--- config.mk ---
export PLATFORM = sky130hd
export DESIGN_NAME = gray_image_statistics_top
export DESIGN_NICKNAME = d
export VERILOG_FILES = /design/src/rtl/gis_pkg.sv /design/src/rtl/gray_image_statistics_top.sv /design/src/rtl/gis_front.sv /design/src/rtl/gis_queue.sv /design/src/rtl/gis_back.sv
export SDC_FILE = /design/constraint.sdc
export NUM_CORES = 1
export LEC_CHECK = 0
export CAP_MARGIN = 20
export CORE_UTILIZATION = 40
export CTS_CLUSTER_SIZE = 28
export DETAILED_ROUTE_END_ITERATION = 8
export DONT_BUFFER_PORTS = 1
export SLEW_MARGIN = 30
export SYNTH_ARGS = -nofsm -noshare
export SYNTH_HDL_FRONTEND = slang
export SYNTH_SLANG_ARGS = --single-unit
--- constraint.sdc ---
create_clock -name clk -period 5.8 [get_ports clk]
set_input_delay 0.29 -clock clk [delete_from_list [all_inputs] [get_ports clk]]
set_output_delay 0.29 -clock clk [all_outputs]
set_load 0.03 [all_outputs]
--- src/rtl/gis_pkg.sv ---
// shared types and constants of the gray image statistics block
// depends on nothing; used by every module of the block
package gis_pkg;

	// image size limit and field widths
	localparam int MAX_PIXELS = 1048576;
	localparam int LEVEL_W    = 8;
	localparam int CNT_W      = $clog2(MAX_PIXELS + 1);
	localparam int SUM_W      = LEVEL_W + CNT_W;
	localparam int CON_FRAC   = 15;
	localparam int CON_W      = CON_FRAC + 1;
	localparam int TOT_W      = LEVEL_W + 1;

	// queue of image totals between accumulator and dividers
	localparam int QDEPTH   = 2;
	localparam int Q_PTR_W  = $clog2(QDEPTH);
	localparam int Q_FILL_W = $clog2(QDEPTH + 1);

	// divider step counts
	localparam int MEAN_STEPS = LEVEL_W;
	localparam int STEPS      = CON_W;
	localparam int STEP_W     = $clog2(STEPS);

	// reset values of the running extremes
	localparam logic [LEVEL_W-1:0] MIN_INIT = '1;
	localparam logic [LEVEL_W-1:0] MAX_INIT = '0;

	// totals of one finished image
	typedef struct packed {
		logic [SUM_W-1:0]   sum;
		logic [CNT_W-1:0]   count;
		logic [LEVEL_W-1:0] lo;
		logic [LEVEL_W-1:0] hi;
	} gis_rec_t;

endpackage

--- src/rtl/gray_image_statistics_top.sv ---
// Gray image statistics: one pixel request per cycle while the queue has room, each image's
// mean, minimum, maximum and Michelson contrast returned as a single result request after
// its last pixel. A two-entry queue of image totals sits between the accumulator and the
// shared shift-subtract dividers; each result loads the totals and then takes one contrast
// quotient bit per step, with the 8 mean bits in the first 8 steps, so the input streams
// without stalls while the dividers and the result side keep up, and stalls once the queue
// fills. Pixels past MAX_PIXELS are ignored, and an all-black image reports contrast 0 with
// contrast_undefined set. Depends on gis_pkg, gis_front, gis_queue and gis_back.
module gray_image_statistics_top (
	input  logic                         clk,
	input  logic                         arst_n,
	input  logic                         in_valid,
	output logic                         in_stall,
	input  logic [gis_pkg::LEVEL_W-1:0]  pixel_level,
	input  logic                         last_pixel,
	output logic                         out_valid,
	input  logic                         out_stall,
	output logic [gis_pkg::LEVEL_W-1:0]  mean_level,
	output logic [gis_pkg::LEVEL_W-1:0]  min_level,
	output logic [gis_pkg::LEVEL_W-1:0]  max_level,
	output logic [gis_pkg::CON_W-1:0]    contrast_q15,
	output logic                         contrast_undefined
);
	import gis_pkg::*;

	logic     push;
	gis_rec_t push_rec;
	logic     q_full;
	logic     pop;
	logic     avail;
	gis_rec_t head;

	// accumulate pixels of the current image
	gis_front u_front (
		.clk         (clk),
		.arst_n      (arst_n),
		.in_valid    (in_valid),
		.in_stall    (in_stall),
		.pixel_level (pixel_level),
		.last_pixel  (last_pixel),
		.q_full      (q_full),
		.push        (push),
		.push_rec    (push_rec)
	);

	// finished image totals waiting for the dividers
	gis_queue u_queue (
		.clk      (clk),
		.arst_n   (arst_n),
		.push     (push),
		.push_rec (push_rec),
		.full     (q_full),
		.pop      (pop),
		.avail    (avail),
		.head     (head)
	);

	// divide and register the result
	gis_back u_back (
		.clk                (clk),
		.arst_n             (arst_n),
		.avail              (avail),
		.head               (head),
		.pop                (pop),
		.out_valid          (out_valid),
		.out_stall          (out_stall),
		.mean_level         (mean_level),
		.min_level          (min_level),
		.max_level          (max_level),
		.contrast_q15       (contrast_q15),
		.contrast_undefined (contrast_undefined)
	);

endmodule

--- src/rtl/gis_front.sv ---
// pixel accumulator: running sum, count, minimum and maximum of one image
// depends on gis_pkg; pushes image totals into gis_queue
module gis_front (
	input  logic                         clk,
	input  logic                         arst_n,
	input  logic                         in_valid,
	output logic                         in_stall,
	input  logic [gis_pkg::LEVEL_W-1:0]  pixel_level,
	input  logic                         last_pixel,
	input  logic                         q_full,
	output logic                         push,
	output gis_pkg::gis_rec_t            push_rec
);
	import gis_pkg::*;

	logic [SUM_W-1:0]   sum_q;
	logic [CNT_W-1:0]   count_q;
	logic [LEVEL_W-1:0] min_q;
	logic [LEVEL_W-1:0] max_q;
	logic [SUM_W-1:0]   sum_nx;
	logic [CNT_W-1:0]   count_nx;
	logic [LEVEL_W-1:0] min_nx;
	logic [LEVEL_W-1:0] max_nx;
	logic               accept;
	logic               take;

	// hold the source only when no queue slot is left
	assign in_stall = q_full;
	assign accept   = in_valid & ~q_full;
	assign take     = count_q < CNT_W'(MAX_PIXELS);

	// totals including the current pixel, pixels past the limit ignored
	always_comb begin
		sum_nx   = sum_q;
		count_nx = count_q;
		min_nx   = min_q;
		max_nx   = max_q;
		if (take) begin
			sum_nx   = sum_q + SUM_W'(pixel_level);
			count_nx = count_q + CNT_W'(1);
			if (pixel_level < min_q)
				min_nx = pixel_level;
			if (pixel_level > max_q)
				max_nx = pixel_level;
		end
	end

	assign push           = accept & last_pixel;
	assign push_rec.sum   = sum_nx;
	assign push_rec.count = count_nx;
	assign push_rec.lo    = min_nx;
	assign push_rec.hi    = max_nx;

	// accumulators, cleared when the image ends
	always_ff @(posedge clk or negedge arst_n) begin
		if (!arst_n) begin
			sum_q   <= '0;
			count_q <= '0;
			min_q   <= MIN_INIT;
			max_q   <= MAX_INIT;
		end else if (accept) begin
			if (last_pixel) begin
				sum_q   <= '0;
				count_q <= '0;
				min_q   <= MIN_INIT;
				max_q   <= MAX_INIT;
			end else begin
				sum_q   <= sum_nx;
				count_q <= count_nx;
				min_q   <= min_nx;
				max_q   <= max_nx;
			end
		end
	end

endmodule

--- src/rtl/gis_queue.sv ---
// short queue of finished image totals between accumulator and dividers
// depends on gis_pkg
module gis_queue (
	input  logic               clk,
	input  logic               arst_n,
	input  logic               push,
	input  gis_pkg::gis_rec_t  push_rec,
	output logic               full,
	input  logic               pop,
	output logic               avail,
	output gis_pkg::gis_rec_t  head
);
	import gis_pkg::*;

	gis_rec_t             mem_q [QDEPTH];
	logic [Q_PTR_W-1:0]   wr_ptr_q;
	logic [Q_PTR_W-1:0]   rd_ptr_q;
	logic [Q_FILL_W-1:0]  fill_q;

	assign full  = fill_q == Q_FILL_W'(QDEPTH);
	assign avail = fill_q != '0;
	assign head  = mem_q[rd_ptr_q];

	// entry storage
	always_ff @(posedge clk) begin
		if (push)
			mem_q[wr_ptr_q] <= push_rec;
	end

	// pointers and fill level
	always_ff @(posedge clk or negedge arst_n) begin
		if (!arst_n) begin
			wr_ptr_q <= '0;
			rd_ptr_q <= '0;
			fill_q   <= '0;
		end else begin
			if (push)
				wr_ptr_q <= (wr_ptr_q == Q_PTR_W'(QDEPTH - 1)) ? '0 : wr_ptr_q + Q_PTR_W'(1);
			if (pop)
				rd_ptr_q <= (rd_ptr_q == Q_PTR_W'(QDEPTH - 1)) ? '0 : rd_ptr_q + Q_PTR_W'(1);
			if (push && !pop)
				fill_q <= fill_q + Q_FILL_W'(1);
			else if (pop && !push)
				fill_q <= fill_q - Q_FILL_W'(1);
		end
	end

endmodule

--- src/rtl/gis_back.sv ---
// shift-subtract dividers for mean and contrast, plus the result register
// depends on gis_pkg; pops image totals from gis_queue
module gis_back (
	input  logic                         clk,
	input  logic                         arst_n,
	input  logic                         avail,
	input  gis_pkg::gis_rec_t            head,
	output logic                         pop,
	output logic                         out_valid,
	input  logic                         out_stall,
	output logic [gis_pkg::LEVEL_W-1:0]  mean_level,
	output logic [gis_pkg::LEVEL_W-1:0]  min_level,
	output logic [gis_pkg::LEVEL_W-1:0]  max_level,
	output logic [gis_pkg::CON_W-1:0]    contrast_q15,
	output logic                         contrast_undefined
);
	import gis_pkg::*;

	localparam int CR_W = TOT_W + 1;

	logic                busy_q;
	logic [STEP_W-1:0]   step_q;
	logic [CNT_W:0]      mrem_q;
	logic [LEVEL_W-1:0]  mbits_q;
	logic [CNT_W-1:0]    div_q;
	logic [LEVEL_W-1:0]  mquo_q;
	logic [CR_W-1:0]     crem_q;
	logic [TOT_W-1:0]    tot_q;
	logic [CON_W-1:0]    cquo_q;
	logic [LEVEL_W-1:0]  lo_q;
	logic [LEVEL_W-1:0]  hi_q;
	logic                out_valid_q;
	logic [LEVEL_W-1:0]  mean_q;
	logic [LEVEL_W-1:0]  min_q;
	logic [LEVEL_W-1:0]  max_q;
	logic [CON_W-1:0]    con_q;
	logic                undef_q;

	logic                mean_act;
	logic [CNT_W:0]      mtrial;
	logic                mge;
	logic [CR_W-1:0]     ctrial;
	logic                cge;
	logic [CON_W-1:0]    cquo_nx;
	logic                last_step;
	logic                out_free;
	logic                advance;

	assign pop = avail & ~busy_q;

	// mean step: one quotient bit, dividend low bits shifted in
	assign mean_act = step_q < STEP_W'(MEAN_STEPS);
	assign mtrial   = {mrem_q[CNT_W-1:0], mbits_q[LEVEL_W-1]};
	assign mge      = mtrial >= {1'b0, div_q};

	// contrast step: first step tests the integer bit without doubling
	assign ctrial  = (step_q == '0) ? crem_q : {crem_q[CR_W-2:0], 1'b0};
	assign cge     = ctrial >= {1'b0, tot_q};
	assign cquo_nx = {cquo_q[CON_W-2:0], cge};

	assign last_step = step_q == STEP_W'(STEPS - 1);
	assign out_free  = ~out_valid_q | ~out_stall;
	assign advance   = busy_q & (~last_step | out_free);

	// divider datapath
	always_ff @(posedge clk) begin
		if (pop) begin
			mrem_q  <= {1'b0, head.sum[SUM_W-1:LEVEL_W]};
			mbits_q <= head.sum[LEVEL_W-1:0];
			div_q   <= head.count;
			mquo_q  <= '0;
			crem_q  <= CR_W'(head.hi - head.lo);
			tot_q   <= TOT_W'(head.hi) + TOT_W'(head.lo);
			cquo_q  <= '0;
			lo_q    <= head.lo;
			hi_q    <= head.hi;
		end else if (advance) begin
			if (mean_act) begin
				mrem_q  <= mge ? mtrial - {1'b0, div_q} : mtrial;
				mbits_q <= {mbits_q[LEVEL_W-2:0], 1'b0};
				mquo_q  <= {mquo_q[LEVEL_W-2:0], mge};
			end
			crem_q <= cge ? ctrial - {1'b0, tot_q} : ctrial;
			cquo_q <= cquo_nx;
		end
	end

	// result payload
	always_ff @(posedge clk) begin
		if (advance && last_step) begin
			mean_q  <= mquo_q;
			min_q   <= lo_q;
			max_q   <= hi_q;
			undef_q <= tot_q == '0;
			con_q   <= (tot_q == '0) ? '0 : cquo_nx;
		end
	end

	// step sequencing and result handshake
	always_ff @(posedge clk or negedge arst_n) begin
		if (!arst_n) begin
			busy_q      <= 1'b0;
			step_q      <= '0;
			out_valid_q <= 1'b0;
		end else begin
			if (pop) begin
				busy_q <= 1'b1;
				step_q <= '0;
			end else if (advance) begin
				if (last_step) begin
					busy_q <= 1'b0;
					step_q <= '0;
				end else begin
					step_q <= step_q + STEP_W'(1);
				end
			end
			if (advance && last_step)
				out_valid_q <= 1'b1;
			else if (!out_stall)
				out_valid_q <= 1'b0;
		end
	end

	assign out_valid          = out_valid_q;
	assign mean_level         = mean_q;
	assign min_level          = min_q;
	assign max_level          = max_q;
	assign contrast_q15       = con_q;
	assign contrast_undefined = undef_q;

	// step counter rests at zero while idle
	a_idle_step: assert property (@(posedge clk) disable iff (!arst_n)
		!busy_q |-> step_q == '0)
		else $error("step counter moved while divider idle");

	// a finished image never reports min above max
	a_min_max: assert property (@(posedge clk) disable iff (!arst_n)
		out_valid_q |-> min_q <= max_q)
		else $error("result minimum above maximum");

	// undefined contrast only for an all-black image
	a_undef: assert property (@(posedge clk) disable iff (!arst_n)
		out_valid_q && undef_q |-> con_q == '0 && max_q == '0 && mean_q == '0)
		else $error("undefined contrast with nonzero levels");

	// contrast never exceeds one
	a_con_range: assert property (@(posedge clk) disable iff (!arst_n)
		out_valid_q |-> con_q <= CON_W'(1 << CON_FRAC))
		else $error("contrast above one");

endmodule

# Yosys cells after proc, flatten, opt, wreduce, memory -nomap -nowiden
# Memory sizes are Yosys's and may differ from the RTL's.
# Cells that the tools add are included.
# word_totals
ff_bits,225
output_inout_bits,43
in_bits,13
rom_bits,0
wordCells,106
latchBits,0
mem_count,1
mem_bits_rw,132
# op_classes
n_shift,0
bitwise_logic,11
add_sub_neg,11
div,0
magnitude_cmp,6
multipliers,0
n_reduce_logical,15
eq_ne,3
n_mux,35
# memory_table
name,depth,word_bits,read_ports,rd_ports_with_merged_regs,write_ports,line,rtl
u_queue.mem_q,2,66,1,0,1,gis_queue.sv:15,gis_rec_t mem_q [QDEPTH];
# op_table
operator,n
2-to-1 mux 21 bit,6
2-to-1 mux 8 bit,9
2-to-1 mux 29 bit,2
2-to-1 mux 10 bit,4
adder 29 x 8 -> 29 bit,1
>= comparator 22 x 21 -> 1 bit,1
adder 21 x 1 -> 21 bit (second input constant),1
less-than comparator 21 bit (second input constant),1
subtractor 21 bit,1
2-to-1 mux 4 bit,3
>= comparator 10 x 9 -> 1 bit,1
nonzero test 2 bit,5
subtractor 10 x 9 -> 10 bit,1
adder 8 x 8 -> 9 bit,1
zero test 9 bit,1
2-to-1 mux 1 bit,9
subtractor 8 x 8 -> 9 bit,1
> comparator 8 bit,1
less-than comparator 8 bit,1
AND reduction 2 bit,3
inverter 1 bit,5
adder 4 x 1 -> 4 bit (second input constant),1
AND 1 bit,4
== test 4 bit (second input constant),1
other kinds (11),17

# Depth between registers and ports, before layout
# depth
depth_word,8
ltp_mapped,15
ltp_nobuf,13

# Cells and area by module
# Synthesis repeated with hierarchy kept, for this count alone.
# unflattened
hier_cells,1480
hier_area_um2,17748.3
# modules_own_cells
mod,cells_each,area_each_um2,n_inst,seq_area_each_um2
gis_back,740,7992.7,1,4394.2
gis_queue,221,5064.9,1,4063.9
gis_front,519,4690.7,1,1661.6

# Worst setup path after synthesis
# OpenSTA, ideal clock, no wires.
# synth_path
path_type,input port to flip-flop
start,in last_pixel
end,mem u_queue.mem_q[0][0] (netlist bit) (enable)
stages,4
required_ns,5.309
arrival_ns,3.759
setup_ns,0.491
n_path_buf,2
slack_ns,1.551
path_cell_list,clkbuf_1 > clkbuf_1 > nand2_1 > nor2_1
# synth_via
elab_chain_cells,3
# synth_rtl
element,line,rtl
from (decl),gray_image_statistics_top.sv:15,"input logic last_pixel,"
AND 1 bit,gis_front.sv:48,assign push = accept & last_pixel;
2-to-1 mux 1 bit,gis_queue.sv:26,if (push)
2-to-1 mux 1 bit (implied by the code),gis_queue.sv:27,mem_q[wr_ptr_q] <= push_rec;
to (decl),gis_queue.sv:15,
# No other way between the ends.

# Worst setup path in the final report
# layout_path
start,reg u_back.step_q[0]
end,reg u_back.crem_q[0] (data pin)
# layout_via
elab_chain_cells,6
word_cells_on_any_way,7
cone_classes,add/sub (1); order compare (1); mux (4); reduce/logical (1)
# layout_rtl
element,line,rtl
from (decl),gis_back.sv:22,logic [STEP_W-1:0] step_q;
from (signal assigned),gis_back.sv:114,step_q <= step_q + STEP_W'(1);
zero test 4 bit *,gis_back.sv:57,"assign ctrial = (step_q == '0) ? crem_q : {crem_q[CR_W-2:0], 1'b0};"
2-to-1 mux 10 bit *,gis_back.sv:57,
subtractor 10 x 9 -> 10 bit / >= comparator 10 x 9 -> 1 bit (equally long branches),"gis_back.sv:83, gis_back.sv:58",
2-to-1 mux 10 bit *,gis_back.sv:83,"crem_q <= cge ? ctrial - {1'b0, tot_q} : ctrial;"
2-to-1 mux 10 bit *,gis_back.sv:77,end else if (advance) begin
2-to-1 mux 10 bit *,gis_back.sv:67,if (pop) begin
to (signal assigned),gis_back.sv:72,crem_q <= CR_W'(head.hi - head.lo);
to (signal assigned),gis_back.sv:83,
to (decl),gis_back.sv:27,logic [CR_W-1:0] crem_q;
# Every way passes the cells marked *; elsewhere a longest branch is shown, timed or not. The select of a mux whose other input is x is not followed.
# A chain may end at the register's enable or synchronous reset.

==> impl_metrics.py <==
metrics = {
    "run": {
        "drv_cap": 0,
    },
    "global_routing": {
        "grt_pass1_wl_um": 59590,
        "grt_usage": 0.1678,
        "grt_overflow": 0,
        "grt_antenna_before_repair": 0,
        "met3_usage": 0.03074,
        "grt_max_degree": 77,
        "grt_pass1_vias": 10980,
        "grtUsageMet1": 0.2397,
        "busiest_layer": "met2",
        "use_met2": 0.2626,
    },
    "layout": {
        "antenna_cells": 0,
        "areaGrowthSynthToFinish_pct": 11.86,
        "design_area_sq_um": 19870,
        "final_layout_size_suffix_gt1_frac": 0.1089,
        "layout.nets": 1603,
    },
    "setup_path": {
        "rrSetupSlack_ps": 2280,
        "arrival_ps": 3800,
        "endpoint_kind": "flop",
        "r2r_end": "u_back.crem_q[0]$_DFFE_PP_",
        "startpoint": "u_back.step_q[0]$_DFFE_PN0P_",
        "critPathRequiredTime_ps": 6090,
        "worstSetupPathType": "reg -> reg",
        "crit_fanout": 18,
        "r2r-start": "u_back.step_q[0]$_DFFE_PN0P_",
        "worstRegToRegCells": 13,
        "start_kind": "flop",
    },
    "logic_synthesis": {
        "synth_nets": 1605,
        "syn_inst": 1514,
        "ys_types": 81,
        "synth_top_area_share": 0.4363,
        "synth_sequential_area_ratio": 0.5699,
        "syn_area_per_cell_sq_um": 11.73,
        "ys_ff_latch": 357,
        "synth_area_sq_um": 17760,
        "ys_top_cells_by_area": "edfxtp_1 (44%), dfrtp_1 (9.6%), ha_1 (5.1%), mux2i_1 (3.6%), nand2_1 (3.1%)",
        "synth_most_common_cell": "edfxtp_1",
        "synthArstFlopShare": 0.2129,
        "synth_largest_area_cell": "edfxtp_1",
        "synthFlopType": "edfxtp_1",
        "synth_edf_count": 258,
        "ys_top_cells_by_count": "edfxtp_1 (258), nand2_1 (149), inv_1 (87)",
        "yosysWarnings": 0,
    },
    "clocking": {
        "clk_path_buf_depth": 3,
        "cts_htree_levels": 2,
        "holdBufCountCts": 12,
        "cts-buffers-inserted": 40,
        "cts_setup_buffers": 0,
        "clock_sinks": 357,
        "cts_tree": "built",
        "clk-insertion-delay-late_ps": 560,
        "cts-root-buf": "clkbuf_16",
        "cts.clk_slew.worst_paths_ps": 50,
        "cts_resized": 0,
    },
    "power_and_ir_drop": {
        "power_frac_seq": 0.365,
        "pwr-share-clk": 0.225,
        "irDropWorstVdd_v": 0.0002681,
        "combinationalPowerShare": 0.410,
        "power.density_nw_per_um2": 575.3,
        "power.switching_uw": 4214,
        "netSwitchingFraction": 0.3687,
        "p_int_uw": 7214,
        "power.total_uw": 11430,
        "p_leak_uw": 0.007687,
    },
    "outcome": {
        "status": "finished clean",
    },
    "floorplanning": {
        "die_height_um": 212.7,
        "die_w_um": 212.7,
        "die_area_sq_um": 45240,
        "rows": 76,
        "start_util": 0.4086,
        "core-area_sq_um": 43460,
        "io_pins": 56,
    },
    "route": {
        "wl_per_cell_um": 17.24,
        "drtPass1Iterations": 5,
        "drc": 0,
        "vias": 11230,
        "wirelength_um": 36690,
        "drt-initial-drc-count": 704,
        "ant_nets": 0,
        "via_per_inst": 5.277,
    },
    "timing": {
        "finalSetupViolations": 0,
        "max_freq_mhz": 284.4,
        "fin_crit_sh": 0.6061,
        "hold_viol_final": 0,
        "maxSlewViolCount": 0,
        "skew_ps": 15.39,
        "min_period_ps": 3516,
        "tightest_slew_ps": 930.0,
        "rsz0062_at_grt": "false",
        "slew_headroom": 0.3800,
        "tns_ps": 0,
    },
    "worst_hold_path": {
        "hold_class": "in -> reg",
        "hold_depth": 2,
        "hp-start": "last_pixel",
        "hold_end": "u_front.sum_q[21]$_DFFE_PN0P_",
    },
    "place": {
        "io_buffers": 0,
        "place_hpwl_um": 23800,
        "placed_area_sq_um": 18370,
        "globalplace.congestion": 0.8827,
    },
}
-- through the flow --
stage / setup WS [ps] / hold slack, ps / instances / util
6_report: 2284 / 23.51 / 2128 / 0.4571
5_1_grt: 1998 / 25.75 / 2128 / 0.4571
4_1_cts: 2333 / 2.207 / 2128 / 0.4571
3_5_place_dp: 2350 / -1.944 / 2043 / 0.4227
3_3_place_gp: 2414 / -1.957 / 2042 / 0.4219
2_1_floorplan: 1551 / -5.591 / 1514 / -
-- worst max path at each step --
stage                               endpoint  slack [ps]  depth (start not counted)
5_1_grt           u_back.crem_q[0]$_DFFE_PP_        2000                         13
6_report          u_back.crem_q[0]$_DFFE_PP_        2280                         13
4_1_cts           u_back.crem_q[0]$_DFFE_PP_        2330                         13
3_3_place_gp      u_back.crem_q[3]$_DFFE_PP_        2410                         13
2_1_floorplan  u_queue.mem_q[0][0]$_DFFE_PP_        1550                          4
3_5_place_dp      u_back.crem_q[3]$_DFFE_PP_        2350                         13
-- cell families after synthesis --
group,after synthesis,synth area share
AO/OA/AOI/OAI,307,0.1199
XOR/XNOR,82,0.04044
adder cells (fa/ha/maj),78,0.05707
buffers and inverters,161,0.03607
flip-flops,357,0.5699
multiplexers,103,0.06087
AND/OR/NAND/NOR,426,0.1158
-- metal layers --
layer / vias to the layer above / part of all wire
met1: 5429 / 0.49
met4: 0 / 0.018
met2: 193 / 0.45
li1: 5551 / -
met5: - / 0
met3: 57 / 0.042
-- critical path, cell delays in order (launching register included) --
cell and delay [ps]:
dfrtp_1 390, inv_1 120, ha_1 150, nor3b_1 170, buf_4 240, mux2_2 370
ha_1 320, nor2b_1 180, o21bai_1 210, a31oi_1 210, a21boi_4 460, nor2_1 90
a311oi_1 270, a21oi_1 70
-- flip-flops by register name, summed over array words and instances (netlist names), 8 cells and up --
signal	flops
u_front.sum_q	29
u_back.mquo_q	8
u_back.contrast_q15	16
u_back.cquo_q	15
u_back.tot_q	9
u_back.mean_level	8
u_back.crem_q	10
u_queue.mem_q	132
u_front.count_q	21
u_front.max_q	8
u_back.mrem_q	21
u_back.div_q	21
u_back.max_level	8
u_back.lo_q	8
u_back.mbits_q	8
u_back.min_level	8
u_back.hi_q	8
u_front.min_q	8
-- cell type report --
| class | count | area [sq um] |
|---|---|---|
| sequential | 357 | 10120 |
| tap | 585 | 732.0 |
| clock inverter | 14 | 162.7 |
| multi-input combinational | 996 | 7034 |
| clock buffer | 59 | 1185 |
| inverter | 88 | 332.8 |
| fill | 3941 | 23590 |
| timing repair buffer | 29 | 295.3 |
-- power by group through the flow --
stage / clock [uW] / combinational [uW] / sequential [uW]
finish: 2570 / 4680 / 4180
global route: 2740 / 5270 / 4250
CTS: 2650 / 4700 / 4180
detailed placement: 0 / 4640 / 4220
global placement: 0 / 4530 / 4210
floorplan: 0 / 3670 / 4100
-- placed cells by master (no fill, tap or decap), drive strengths merged, types with 43 or more instances in the layout --
cell,n
a21oi,54
nand2,150
nand3,43
mux2i,63
nor2,76
inv,91
xnor2,43
clkbuf,59
nor3,55
dfrtp,68
edfxtp,258
ha,73
o21ai,97
Power figures use the tool's default switching activity.
